$ cat config.mk
export PLATFORM = sky130hd
export DESIGN_NAME = stpr_div
export DESIGN_NICKNAME = d
export VERILOG_FILES = /design/src/rtl/core/stpr_div.sv
export SDC_FILE = /design/constraint.sdc
export NUM_CORES = 2
export LEC_CHECK = 0
export BUFFER_PORTS_ARGS = -buffer_cell sky130_fd_sc_hd__clkbuf_2
export CORE_MARGIN = 1
export CORE_UTILIZATION = 40
export DETAILED_ROUTE_END_ITERATION = 8
export GPL_TIMING_DRIVEN = 0
export HOLD_SLACK_MARGIN = 0.15
export PLACE_DENSITY = 0.64
export SKIP_LAST_GASP = 1
export SYNTH_ARGS = -nofsm -noshare
export SYNTH_HDL_FRONTEND = slang
export SYNTH_SLANG_ARGS = --single-unit
$ cat constraint.sdc
create_clock -name clk -period 7.5 [get_ports clk]
set_input_delay 1.125 -clock clk [delete_from_list [all_inputs] [get_ports clk]]
set_output_delay 1.125 -clock clk [all_outputs]
set_load 0.02 [all_outputs]
$ cat src/rtl/core/stpr_div.sv
// ---------------------------------------------------------------------------
// stpr_div: pipelined restoring divider with a sideband travelling alongside
// One quotient bit per stage. The caller must start the partial remainder below
// the divisor (not enforced here); low numerator bits shift in one per stage.
// ---------------------------------------------------------------------------
module stpr_div #(
    parameter int QW = 30,
    parameter int DW = 31,
    parameter int SW = 2
) (
    input  logic          clk,
    input  logic          rst_n,
    input  logic          en,
    input  logic          in_v,
    input  logic [DW-1:0] in_rem,
    input  logic [QW-1:0] in_low,
    input  logic [DW-1:0] in_div,
    input  logic [SW-1:0] in_side,
    output logic          out_v,
    output logic [QW-1:0] out_quo,
    output logic [SW-1:0] out_side
);

    logic [QW-1:0] v_reg;
    logic [DW-1:0] rem_reg  [QW];
    logic [QW-1:0] low_reg  [QW];
    logic [QW-1:0] quo_reg  [QW];
    logic [DW-1:0] div_reg  [QW];
    logic [SW-1:0] side_reg [QW];

    logic [DW-1:0] rem_cur  [QW];
    logic [QW-1:0] low_cur  [QW];
    logic [QW-1:0] quo_cur  [QW];
    logic [DW-1:0] div_cur  [QW];
    logic [SW-1:0] side_cur [QW];

    logic [DW:0]   shifted  [QW];
    logic [DW:0]   diff     [QW];
    logic [QW-1:0] ge;
    logic [DW-1:0] rem_next [QW];

    // Stage inputs: port for the first, previous register for the rest
    always_comb
    begin
        rem_cur[0]  = in_rem;
        low_cur[0]  = in_low;
        quo_cur[0]  = '0;
        div_cur[0]  = in_div;
        side_cur[0] = in_side;
        for (int i = 1; i < QW; i++)
        begin
            rem_cur[i]  = rem_reg[i-1];
            low_cur[i]  = low_reg[i-1];
            quo_cur[i]  = quo_reg[i-1];
            div_cur[i]  = div_reg[i-1];
            side_cur[i] = side_reg[i-1];
        end
    end

    // Trial subtract in every stage
    always_comb
    begin
        for (int i = 0; i < QW; i++)
        begin
            shifted[i]  = {rem_cur[i], low_cur[i][QW-1]};
            diff[i]     = shifted[i] - {1'b0, div_cur[i]};
            ge[i]       = shifted[i] >= {1'b0, div_cur[i]};
            rem_next[i] = ge[i] ? diff[i][DW-1:0] : shifted[i][DW-1:0];
        end
    end

    // Advance valid bits
    always_ff @(posedge clk or negedge rst_n)
    begin
        if (!rst_n)
            v_reg <= '0;
        else if (en)
            v_reg <= {v_reg[QW-2:0], in_v};
    end

    // Advance payload
    always_ff @(posedge clk)
    begin
        if (en)
        begin
            for (int i = 0; i < QW; i++)
            begin
                rem_reg[i]  <= rem_next[i];
                low_reg[i]  <= {low_cur[i][QW-2:0], 1'b0};
                quo_reg[i]  <= {quo_cur[i][QW-2:0], ge[i]};
                div_reg[i]  <= div_cur[i];
                side_reg[i] <= side_cur[i];
            end
        end
    end

    assign out_v    = v_reg[QW-1];
    assign out_quo  = quo_reg[QW-1];
    assign out_side = side_reg[QW-1];

endmodule

# Word level (Yosys, flattened, before mapping)
# Memories as Yosys holds them, arrays and structs flattened.
# Cells that the tools add are included.
# word_totals
ff_bits	30
latchBits	0
mem_bits_rw	3690
romBits	0
in_bits	98
out_inout_bits	33
elab_cells	98
memories	5
# op_classes
addsub	30
mul	0
div_mod_pow	0
order_cmp	30
eq_ne	0
shifts	0
muxes	32
bitwise	0
n_reduce_logical	0
# mem_list
memory	depth	width	rd	rd_clocked_by_memory_dff	wr	line_no	text
div_reg	30	31	29	0	30	28	logic [DW-1:0] div_reg [QW];
rem_reg	30	31	29	0	30	25	logic [DW-1:0] rem_reg [QW];
quo_reg	30	30	30	0	30	27	logic [QW-1:0] quo_reg [QW];
low_reg	30	29	29	0	30	26	logic [QW-1:0] low_reg [QW];
side_reg	30	2	30	0	30	29	logic [SW-1:0] side_reg [QW];
# ops
op	count
$ge 32x31->1	30
$mux 31	30
$sub 31x31->31	30
$mux 1	2

# Logic depth before layout (Yosys ltp)
# An unclocked memory read counts as a cell.
# depth
depth_word	3
mapped_depth	15
mapped_depth_nobuf	14

# Worst setup path after synthesis
# OpenSTA, ideal clock, no wires.
# synth_path
path_type	input to register
from	in in_div[2]
to	mem rem_reg[0][10], data pin
setup_ps	260
t_arrival_ps	3868
required_time_ps	7240
setup_slack_ps	3372
stages	13
n_path_buf	1
cell_sequence	inv_1 ha_1 nor2b_1 o31ai_1 a21oi_1 o311a_1 a21oi_2 o21ai_0 a211o_1 a211oi_1 o21ai_1 clkbuf_1 mux2_2
# synth_lines
element	line_no	text
start, declared	17	input logic [DW-1:0] in_div,
end, declared	25	

==> impl_metrics.toml <==
[logic_synthesis]
syn_nets = 12716
synth_seq_cells = 2788
synth_edf_count = 2758
async_flop_share = 0.01076
synth.top_cell.area_share = 0.5796
ys_warn_count = 0
seq_area_frac_synth = 0.5849
ys.flop_type = "edfxtp_1"
syn_avg_cell_area_sq_um = 12.26
synth_top_area_cell = "edfxtp_1"
synth_cell_type_count = 87
synth_cells = 11659
ys_top_cells_by_area = "edfxtp_1 (58%), ha_1 (8.1%), mux2_2 (3.6%)"
syn_area_sq_mm = 0.1429

[power]
totalPowerFinal_uw = 69560
cellLeakagePower_uw = 0.06403
power_density_mw_per_mm2 = 433.6
vdd_drop_max_v = 0.0002097

[status]
status = "finished with violations"
violations = "design-rule violations"

[final_layout]
n_fill_cell = 32760
drive_gt1_frac = 0.09332
fin_area_sq_mm = 0.1604
final_cell_mix = "edfxtp_1 (2758), inv_1 (1147), ha_1 (930)"
area_delta_synth_final_pct = 12.27
post-route-util = 0.4510
nNetsFinal = 13192
final_common_cell = "edfxtp_1"

[worst_setup_path]
cp.required_ns = 8.17
critPathArrivalTime_ns = 6.17
r2r_cells = 14
timing.rr.start = "low_reg[0][28]$_DFFE_PP_"
r2r_setup_slack_ns = 2.00
critPathLaunchType = "register"
critPathCaptureType = "register"
worst-path-max-fanout = 10
timing.rr.end = "rem_reg[0][58]$_DFFE_PP_"
crit_type = "register to register"

[sta]
clock_skew_ns = 0.07001
worstMarginPinSlew_ns = 1.279
setup_viol = 0
fin_crit_ns = 5.502
relSlewSlack = 0.1450
finalCritPeriodShare = 0.7336
slew_viol_final = 0
setup-tns-final_ns = 0
fmax_mhz = 181.8
rsz0062_at_grt = "no"
hold_violations = 0

[detailed_routing]
drc = 14
via_per_inst = 5.222
antenna_left = 0
dr_total_vias = 89514
routedWlPerCell_um = 18.63
dr_wl_met3_um = 11760
top_layer = "met4"
wl_met1_um = 134100
met2_length_um = 158800
dr.pass1.iters = 8
routed_wl_um = 319300
drt_iter0_markers = 5934

[floorplanning]
std_cell_rows = 219
die_area_sq_mm = 0.3596
io_pins = 131
die_w_um = 599.7
core_sq_mm = 0.3557
initial_core_util = 0.4018
die-height_um = 599.7

[clocking]
clock_path_buffers = 4
ctsRootBufferMaster = "clkbuf_16"
clk_pin_slew_ns = 0.06
cts.sinks = 2788
cts_tree = "yes"
insertion_delay_ns = 0.93
cts_resized = 0
cts_made_buffers = 316
h-tree-depth = 5
hold_buffers = 0
postCtsSetupBuffers = 0

[global_route]
antenna_found_initial = 1
grt_max_degree = 121
grt_usage = 0.1733
grt_pass1_vias = 87261
grt_pass1_wl_um = 490900
overflow = 0

[placement]
dp_hpwl_um = 240100
place_area_sq_mm = 0.1502
gp_congestion = 0.9057
port_buffers = 130

[hold_path]
hp-class = "input port to asynchronous set/reset pin"

[flow_run]
cap_viol_max_count = 0
-- cells in the mapped netlist, types with 106 or more instances --
cell / count
mux2_2: 452
ha_1: 930
nand2b_1: 139
o21ai_0: 787
inv_1: 1147
nor2_1: 510
xnor2_1: 425
o21a_1: 149
a31oi_1: 106
a21o_1: 524
clkbuf_1: 218
xor2_1: 335
edfxtp_1: 2758
nor2b_1: 152
nand2_1: 743
nand4_1: 154
nand3_1: 148
a21oi_1: 836
-- report_power, final --
group	total, uW	leakage [uW]	internal, uW	switching [uW]
combinational	29800	0.0318	12600	17200
clock	15100	0.00488	8750	6350
sequential	24700	0.0274	22400	2280
total	69600	0.0640	43800	25800
-- worst max-delay path, cell delays in order (launching register included) --
cell and delay, ns:
edfxtp_1 0.38, inv_1 0.09, ha_1 0.19, fa_1 0.23
nor2b_1 0.08, o31a_1 0.27, o211ai_1 0.48, nand2_1 0.30
a41oi_1 0.63, o311ai_1 0.24, a41o_1 0.31, a221o_1 0.34
a31oi_1 0.79, buf_2 0.49, mux2_2 0.39
-- final cells by class --
cell class                      count  area, sq um  share of cell area
Clock inverter                    200         2002             0.01248
Tap cell                         4751         5944             0.03706
Timing Repair Buffer              158         1410            0.008790
Clock buffer                      370         8163             0.05088
Inverter                         1148         4309             0.02686
Buffer                            269         1047            0.006528
Multi-Input combinational cell   7454        53960              0.3364
Sequential cell                  2788        83570              0.5210
Antenna cell                        3        7.507          0.00004680
-- logic make-up (layout without fill, tap and decap cells) --
kind of cell             Yosys count  after routing  share of synthesized area
buffers and inverters           1417           2145                    0.03749
AO/OA/AOI/OAI                   3018           3018                     0.1326
adder cells (fa/ha/maj)          959            959                    0.08550
XOR/XNOR                         760            760                    0.04658
other                              0              3                          0
flip-flops                      2788           2788                     0.5849
multiplexers                     492            492                    0.03842
AND/OR/NAND/NOR                 2225           2225                    0.07452
-- how the worst max path moves through the flow --
stage	startpoint	endpoint	cells after the start
2_1_floorplan	in_div[2]	rem_reg[0][10]$_DFFE_PP_	13
3_3_place_gp	en	div_reg[1][364]$_DFFE_PP_	1
3_5_place_dp	en	div_reg[1][370]$_DFFE_PP_	8
4_1_cts	low_reg[0][28]$_DFFE_PP_	rem_reg[0][58]$_DFFE_PP_	14
5_1_grt	low_reg[0][28]$_DFFE_PP_	rem_reg[0][56]$_DFFE_PP_	14
6_report	low_reg[0][28]$_DFFE_PP_	rem_reg[0][58]$_DFFE_PP_	14
-- per-stage QoR --
| step | hold slack, ns | instances | setup WS (ns) |
|---|---|---|---|
| 4_1_cts | 0.2393 | 17137 | 1.901 |
| 3_5_place_dp | 0.4045 | 16567 | 1.927 |
| 6_report | 0.2955 | 17141 | 1.998 |
| 2_1_floorplan | 0.4003 | 11659 | 3.372 |
| 5_1_grt | 0.3153 | 17139 | 1.917 |
| 3_3_place_gp | 0.4002 | 16540 | -43.99 |
-- per-layer routing --
layer	GRT usage	vias to the layer above
li1	-	44073
met1	0.2091	43056
met2	0.3093	1752
met4	0.07502	0
met3	0.02231	633
met5	0	-
Power figures use the tool's default switching activity.
