`src/rtl/core/stpr_pkg.sv`:
```
// ---------------------------------------------------------------------------
// stpr_pkg: shared types, constants and helpers of the taper profile core
// Q1.30 number formats, configuration layout, pipeline mode codes and the
// rounded Q30 multiply used by the smoothstep stages.
// ---------------------------------------------------------------------------
package stpr_pkg;

    // Q1.30 values: one is 2^30, held in 31 bits
    localparam int Q30_W = 31;
    typedef logic [Q30_W-1:0] q30_t;

    localparam q30_t ONE_Q30  = 31'h4000_0000;
    localparam q30_t HALF_Q30 = 31'h2000_0000;

    // 1 - 0.33, Q30
    localparam q30_t CORNER_SLOPE = 31'd719407022;

    // Divider geometry
    localparam int XI_QW   = 30;   // quotient bits of the layer depth ratio
    localparam int XI_DW   = 31;   // taper width bits
    localparam int DAMP_QW = 32;   // quotient bits of the damping ratio
    localparam int DAMP_DW = 31;   // stretch bits

    // Power chain stages (t^2 .. t^11)
    localparam int POLY_STAGES = 10;

    // Configuration register indexes
    localparam int CFG_IDX_W = 3;
    typedef enum logic [CFG_IDX_W-1:0] {
        CFG_LEFT_ENABLE  = 3'd0,
        CFG_RIGHT_ENABLE = 3'd1,
        CFG_LEFT_START   = 3'd2,
        CFG_RIGHT_END    = 3'd3,
        CFG_TAPER_WIDTH  = 3'd4,
        CFG_MIN_STRETCH  = 3'd5
    } cfg_idx_t;

    typedef struct packed {
        logic        left_enable;
        logic        right_enable;
        logic [31:0] left_start;
        logic [31:0] right_end;
        logic [30:0] taper_width;
        logic [31:0] min_stretch;
    } cfg_t;

    localparam logic [31:0] RST_LEFT_START  = 32'd0;
    localparam logic [31:0] RST_RIGHT_END   = 32'd65536;
    localparam logic [30:0] RST_TAPER_WIDTH = 31'd6554;
    localparam logic [31:0] RST_MIN_STRETCH = 32'd429497;

    // How the layer depth is formed
    typedef enum logic [1:0] {
        XI_ZERO,
        XI_ONE,
        XI_DIV
    } xi_mode_t;

    // How the damping coefficient is formed
    typedef enum logic [1:0] {
        DAMP_ZERO,
        DAMP_MAX,
        DAMP_DIV
    } damp_mode_t;

    // Sideband carried through the damping divider
    typedef struct packed {
        damp_mode_t mode;
        q30_t       phi;
        q30_t       corner;
    } dside_t;

    // Power chain stage contents
    typedef struct packed {
        logic [11:0][Q30_W-1:0] tp;
        logic [5:0][Q30_W-1:0]  up;
    } pw_t;

    // Result word
    typedef struct packed {
        q30_t        stretch;
        logic [31:0] damping;
        q30_t        corner_weight;
    } out_word_t;

    // Q30 product, rounded half up; operands at most one
    function automatic q30_t mulq(q30_t a, q30_t b);
        logic [61:0] p;
        p = 62'(a) * 62'(b) + 62'(HALF_Q30);
        return p[60:30];
    endfunction

    // Binomial coefficients of order 11
    function automatic logic [8:0] binom11(int k);
        logic [8:0] c;
        case (k)
            0, 11:   c = 9'd1;
            1, 10:   c = 9'd11;
            2, 9:    c = 9'd55;
            3, 8:    c = 9'd165;
            4, 7:    c = 9'd330;
            5, 6:    c = 9'd462;
            default: c = 9'd0;
        endcase
        return c;
    endfunction

endpackage

```
`src/rtl/core/stpr_layer.sv`:
```
// ---------------------------------------------------------------------------
// stpr_layer: taper layer selection
// Registers the coordinate, finds the layer it falls in and the distance
// into that layer, and classifies the depth as zero, one or a true ratio.
// ---------------------------------------------------------------------------
module stpr_layer
    import stpr_pkg::*;
(
    input  logic        clk,
    input  logic        rst_n,
    input  logic        en,
    input  logic        in_v,
    input  logic [31:0] position,
    input  cfg_t        cfg,
    output logic        out_v,
    output xi_mode_t    out_mode,
    output logic [30:0] out_num,
    output logic [30:0] out_width
);

    logic        v1_reg;
    logic [31:0] pos_reg;
    logic        v2_reg;
    xi_mode_t    mode_reg;
    logic [30:0] num_reg;
    logic [30:0] width_reg;

    logic signed [33:0] x, x0, x1, w;
    logic signed [33:0] lsum, rsub, num;
    logic               left_in, right_in;
    xi_mode_t           mode_next;

    // Advance valid bits
    always_ff @(posedge clk or negedge rst_n)
    begin
        if (!rst_n)
        begin
            v1_reg <= 1'b0;
            v2_reg <= 1'b0;
        end
        else if (en)
        begin
            v1_reg <= in_v;
            v2_reg <= v1_reg;
        end
    end

    // Layer membership and distance into the layer
    always_comb
    begin
        x        = 34'(signed'(pos_reg));
        x0       = 34'(signed'(cfg.left_start));
        x1       = 34'(signed'(cfg.right_end));
        w        = signed'({3'b000, cfg.taper_width});
        lsum     = x0 + w;
        rsub     = x1 - w;
        left_in  = cfg.left_enable && (x < lsum);
        right_in = cfg.right_enable && (x > rsub);
        num      = left_in ? (lsum - x) : (x - rsub);
        if (!(left_in || right_in) || (num <= 34'sd0))
            mode_next = XI_ZERO;
        else if (num >= w)
            mode_next = XI_ONE;
        else
            mode_next = XI_DIV;
    end

    // Hold payload
    always_ff @(posedge clk)
    begin
        if (en)
        begin
            pos_reg   <= position;
            mode_reg  <= mode_next;
            num_reg   <= num[30:0];
            width_reg <= cfg.taper_width;
        end
    end

    assign out_v     = v2_reg;
    assign out_mode  = mode_reg;
    assign out_num   = num_reg;
    assign out_width = width_reg;

endmodule

```
`config.mk`:
```
export PLATFORM = sky130hd
export DESIGN_NAME = stpr_layer
export DESIGN_NICKNAME = d
export VERILOG_FILES = /design/src/rtl/core/stpr_pkg.sv /design/src/rtl/core/stpr_layer.sv
export SDC_FILE = /design/constraint.sdc
export NUM_CORES = 1
export LEC_CHECK = 0
export ABC_AREA = 1
export BUFFER_PORTS_ARGS = -buffer_cell sky130_fd_sc_hd__buf_4
export CORE_UTILIZATION = 35
export DETAILED_ROUTE_END_ITERATION = 10
export PLACE_DENSITY = 0.56
export SLEW_MARGIN = 10
export SYNTH_ARGS = -nofsm -noshare
export SYNTH_HDL_FRONTEND = slang
export SYNTH_SLANG_ARGS = --single-unit
```
`constraint.sdc`:
```
create_clock -name clk -period 4.7 [get_ports clk]
set_input_delay 0.235 -clock clk [delete_from_list [all_inputs] [get_ports clk]]
set_output_delay 0.235 -clock clk [all_outputs]
set_load 0.03 [all_outputs]
```
## Word level (Yosys, flattened, before mapping)

Index checks and enable logic that the tools add are counted.
W data, S select, Z words.

| storage, ports and cells | value |
|---|---|
| output and inout port bits | 65 |
| register bits after elaboration | 98 |
| input port bits | 165 |

| operators by class | value |
|---|---|
| order comparisons | 4 |
| $add $sub $neg | 4 |
| reduce and logical (&&, ||, !) cells | 5 |
| muxes and demuxes | 2 |

Operator list:

| kind | number |
|---|---|
| $ge A34 B32 Y1 | 1 |
| $le A34 B1 Y1 const B | 1 |
| $mux W34 | 1 |
| $sub A32 B33 Y34 | 1 |
| $sub A33 B32 Y34 | 1 |
| $add A32 B32 Y33 | 1 |
| $gt A32 B33 Y1 | 1 |
| $lt A32 B33 Y1 | 1 |
| $sub A32 B32 Y33 | 1 |
| $logic_and A1 B1 Y1 | 2 |
| $logic_or A1 B1 Y1 | 2 |
| $mux W2 | 1 |
| $logic_not A1 Y1 | 1 |

## Longest topological paths before layout

| logic depth | value |
|---|---|
| depth after elaboration | 6 |
| gate-level depth with buffers | 46 |
| depth with buffers taken out | 46 |

## Least setup slack after synthesis

OpenSTA, ideal clock, no wires.

| timing | value |
|---|---|
| kind | input to register |
| start | input cfg[32] (netlist bit) |
| end | register mode_reg[0], in the netlist out_mode[0], data pin |
| buffers on the path | 1 |
| arrival | 5002 ps |
| slack | -553 ps |
| library setup time | 251 ps |
| stages | 42 |
| path through | ha_1 > inv_1 > fa_1 > o21ai_1 > a21oi_1 > o21ai_1 > a21boi_1 > o21ai_1 > a21oi_1 > o21ai_1 > a21oi_1 > xnor2_1 > ha_1 > nand2_1 > nor2_1 > nand2_1 > nor4_2 > nand2_2 > [... 6 more ...] > inv_1 > ha_1 > nand2_1 > inv_1 > o21ai_0 > nand2_1 > a21oi_1 > nor2_1 > o21ai_0 > nand3_1 > nand2_1 > nand2_1 > a21oi_1 > nand2_1 > nand2_1 > nand2_1 > inv_1 > nor2_1 |

| between the ends | value |
|---|---|
| word-level cells in the longest chain between the ends | 6 |
| elaborated cells on any way between the ends | 15 |

RTL lines:

| element | RTL line | source |
|---|---|---|
| start: declaration | stpr_layer.sv:14 | `input cfg_t cfg,` |
| $add A32 B32 Y33 | stpr_layer.sv:55 | `lsum = x0 + w;` |
| $lt A32 B33 Y1 | stpr_layer.sv:57 | `left_in = cfg.left_enable && (x < lsum);` |
| $logic_and A1 B1 Y1 | stpr_layer.sv:57 |  |
| $mux W34 * | stpr_layer.sv:59 | `num = left_in ? (lsum - x) : (x - rsub);` |
| via num[19] | stpr_layer.sv:29 | `logic signed [33:0] lsum, rsub, num;` |
| $ge A34 B32 Y1 or $le A34 B1 Y1 (tied branches) | stpr_layer.sv:62, stpr_layer.sv:60 |  |
| $mux W2 or $logic_or A1 B1 Y1 (tied branches) | stpr_layer.sv:62, stpr_layer.sv:60 |  |
| end signal: assignment | stpr_layer.sv:74 | `mode_reg <= mode_next;` |
| end: declaration | stpr_layer.sv:24 | `xi_mode_t mode_reg;` |

Mark *: on every way through the listed nets, which the timed path passes. The rest lies on a longest branch.
A chain may end at the register's enable or synchronous reset.

## Final worst setup path

Same ends and word-level chain as after synthesis.

==> qor.txt <==
DR vias: 14.92k
XOR/XNOR share of the synthesized area: 6.986%
Vias/cell: 4.952
Post-Syn Area: 12160 um2
Post-synth top flop: edfxtp_1
Seq/Total Area, Yosys: 24.12%
Initial Util: 35.91%
WP buf/inv: 9
Final Hold Viols: 0
Max-Cap Viols: 0
Synth Area per Inst: 6.824 um2
Total gr overflow: 0
Critical path required time: 4860 ps
Vias in the first global route: 14.58k
WL final: 54620 um
Area delta synth->final: 61.79%
Crit Path Max Fanout: 6
Num CTS Buffers: 9
CP startpoint kind: primary input
Max Slew Vio Count: 0
Antenna-violating nets left: 0
Worst-Margin Slew: 752.7 ps
Post-synth EDFFs: 96
First-pass GRT wire length: 80700 um
Synth Register Bits: 98
Hold Path Class: primary input to flip-flop
Die Span Y: 188.4 um
Synth Area in Simple Gates: 28.67%
Syn. warnings: 0
Post-synthesis mux area share: 0%
GP Congestion: 1.013
# rows: 67
Pin count of the biggest net entering global routing: 52
Relative slew slack: 49.82%
PwrDens: 405.4 nW/um2
Largest cells by area after synthesis: edfxtp_1, ha_1, nand2_1
Drt pass-1 iters: 6
Tot Pwr: 7.977 mW
Setup-failing EPs final: 2
Syn nets: 2110
Ant. Diodes: 0
Initial antenna violation count: 0
CP Capture Type: flip-flop
Synth Area in Compound Gates: 13.78%
Fin crit period: 5346 ps
Leakage: 10.32 nW
Final period util: 113.7%
Synth Area in Adders: 17.02%
Peak VDD IR: 0.0002390 V
Avg WL per Cell: 18.12 um
Skew final: 20.31 ps
Share of synthesized registers carrying an async set or reset: 2.041%
Final worst slack: -645.9 ps
Setup_tns: -1213 ps
Largest family of logic cells by synthesized area: simple AND/OR/NAND/NOR gates
I/O pin cnt: 230
Clock-pin slew on the worst setup and hold paths: 80 ps
Synth unique cells: 43
CORE AREA: 33870 um2
Nets: 2889
Hpwl dp: 46960 um
Root Buffer: clkbuf_16
Max reg flops: 32
Kind of critical path: primary input to flip-flop
Clk buf depth: 2
Die ar.: 35490 um2
Worst path slowest cell: fa_2
Unrepaired setup endpoints after global routing: yes
Critical path's top delay family: compound AO/OA/AOI/OAI gates
Layout cell share with drive strength beyond 1: 36.36%
Post-synth top area cell: edfxtp_1
Status: complete, but fails checks
Mapped Cells: 1782
Most common cell after layout, fill and taps aside: buf_4
CP most frequent cell: nand2_1
Clock latency on the worst-skew pair: 400 ps
Clk sinks: 98
Iter 0 DRT Violations: 1024
Die W: 188.4 um
Area share of the largest cell type after synthesis: 23.71%
Failing checks: negative setup slack
GRT Total Usage: 30.40%
Commonest non-fill, non-tap cells in the layout: buf_4, nand2_1, inv_1
DRC viols: 0
Fill cells: 3294
Crit path DAT: 5500 ps
Port bufs: 197
Fmax achieved: 0.1871 GHz
Max stage delay on crit path: 410 ps
CTS tree: done
H-tree depth: 3
## report_power, final
group	switching (mW)	internal [mW]
clock	0.408	0.371
combinational	3.23	2.73
sequential	0.0699	1.16
## cell families (layout without fill, tap and decap cells)
kind of cell             Yosys count  after routing
XOR/XNOR                          97             97
flip-flops                        98             98
AO/OA/AOI/OAI                    304            304
AND/OR/NAND/NOR                  823            826
buffers and inverters            297           1078
adder cells (fa/ha/maj)          163            163
## synth_stat cells, types with 5 or more instances
library cell / number
nand2_1: 479
inv_1: 281
a21oi_1: 160
ha_1: 159
nor2_1: 159
edfxtp_1: 96
o21ai_0: 72
nand3_1: 69
nand4_1: 55
xor2_1: 49
xnor2_1: 48
nor3_1: 21
o21ai_1: 14
nor4_1: 11
a21o_1: 10
o21a_1: 10
o21bai_1: 10
nand2_2: 8
nand3b_1: 7
a221oi_1: 6
nor2_2: 6
a211oi_1: 5
inv_2: 5
## through the flow
stage / cells / worst slack, ps / instance area [um2] / util, % / hold WS [ps]
final: 3014 / -645.9 / 19670 / 58.09 / 13.39
after detailed placement: 2949 / -1751 / 18190 / 53.70 / 19.99
after global routing: 3014 / -890.7 / 19670 / 58.09 / 6.364
after floorplan: 1782 / -272.4 / 12220 / - / -60.59
after CTS: 3003 / -597.4 / 19260 / 56.87 / 0.2617
after global placement: 2949 / -1712 / 18190 / 53.70 / 17.27
## per-layer routing
layer	up-vias	part of all wire [%]	global-route usage, %	routed length [um]
met1	6951	46	40.50	24940
met3	68	4.8	3.669	2629
li1	7499	-	-	-
met2	406	46	50.74	25400
met5	-	0	0	0
met4	0	3.0	10.24	1656
## worst register-to-register path, delay by kind of cell (launching register included)
family / cells / cell delay (ps)
simple gates: 16 / 1450
buf+inv: 6 / 840
compound gates: 5 / 740
fa+ha+maj: 2 / 590
flops: 1 / 400
## final timing paths
path                              start     endpoint  slack (ps)  cells after the start
setup / recovery                cfg[32]  out_mode[0]        -650                     40
hold / removal             position[25]  pos_reg[25]          10                      1
setup reg to reg             pos_reg[8]  out_mode[0]         460                     29
hold reg to reg                  v1_reg        out_v         520                      2
max in group asynchronous         rst_n       v1_reg        4460                      2
min in group asynchronous         rst_n        out_v         160                      2
## final cells by class
type / count / area, um2 / share of cell area [%]
Timing Repair Buffer: 776 / 5989 / 30.44
Multi-Input combinational cell: 1390 / 8828 / 44.87
Clock buffer: 9 / 225.2 / 1.145
Tap cell: 448 / 560.5 / 2.849
Sequential cell: 98 / 2933 / 14.91
Inverter: 286 / 1076 / 5.469
Clock inverter: 7 / 61.31 / 0.3116
## timing repair
action / CTS / global route
gates resized for setup: 85 / 73
hold buffers: 12 / 0
pin swaps: 62 / 65
buffers inserted: 24 / 11
setup endpoints to repair: 9 / 4
cloned: 5 / 1
hold endpoints to repair: 13 / 0
(Power assumes the default switching activity.)
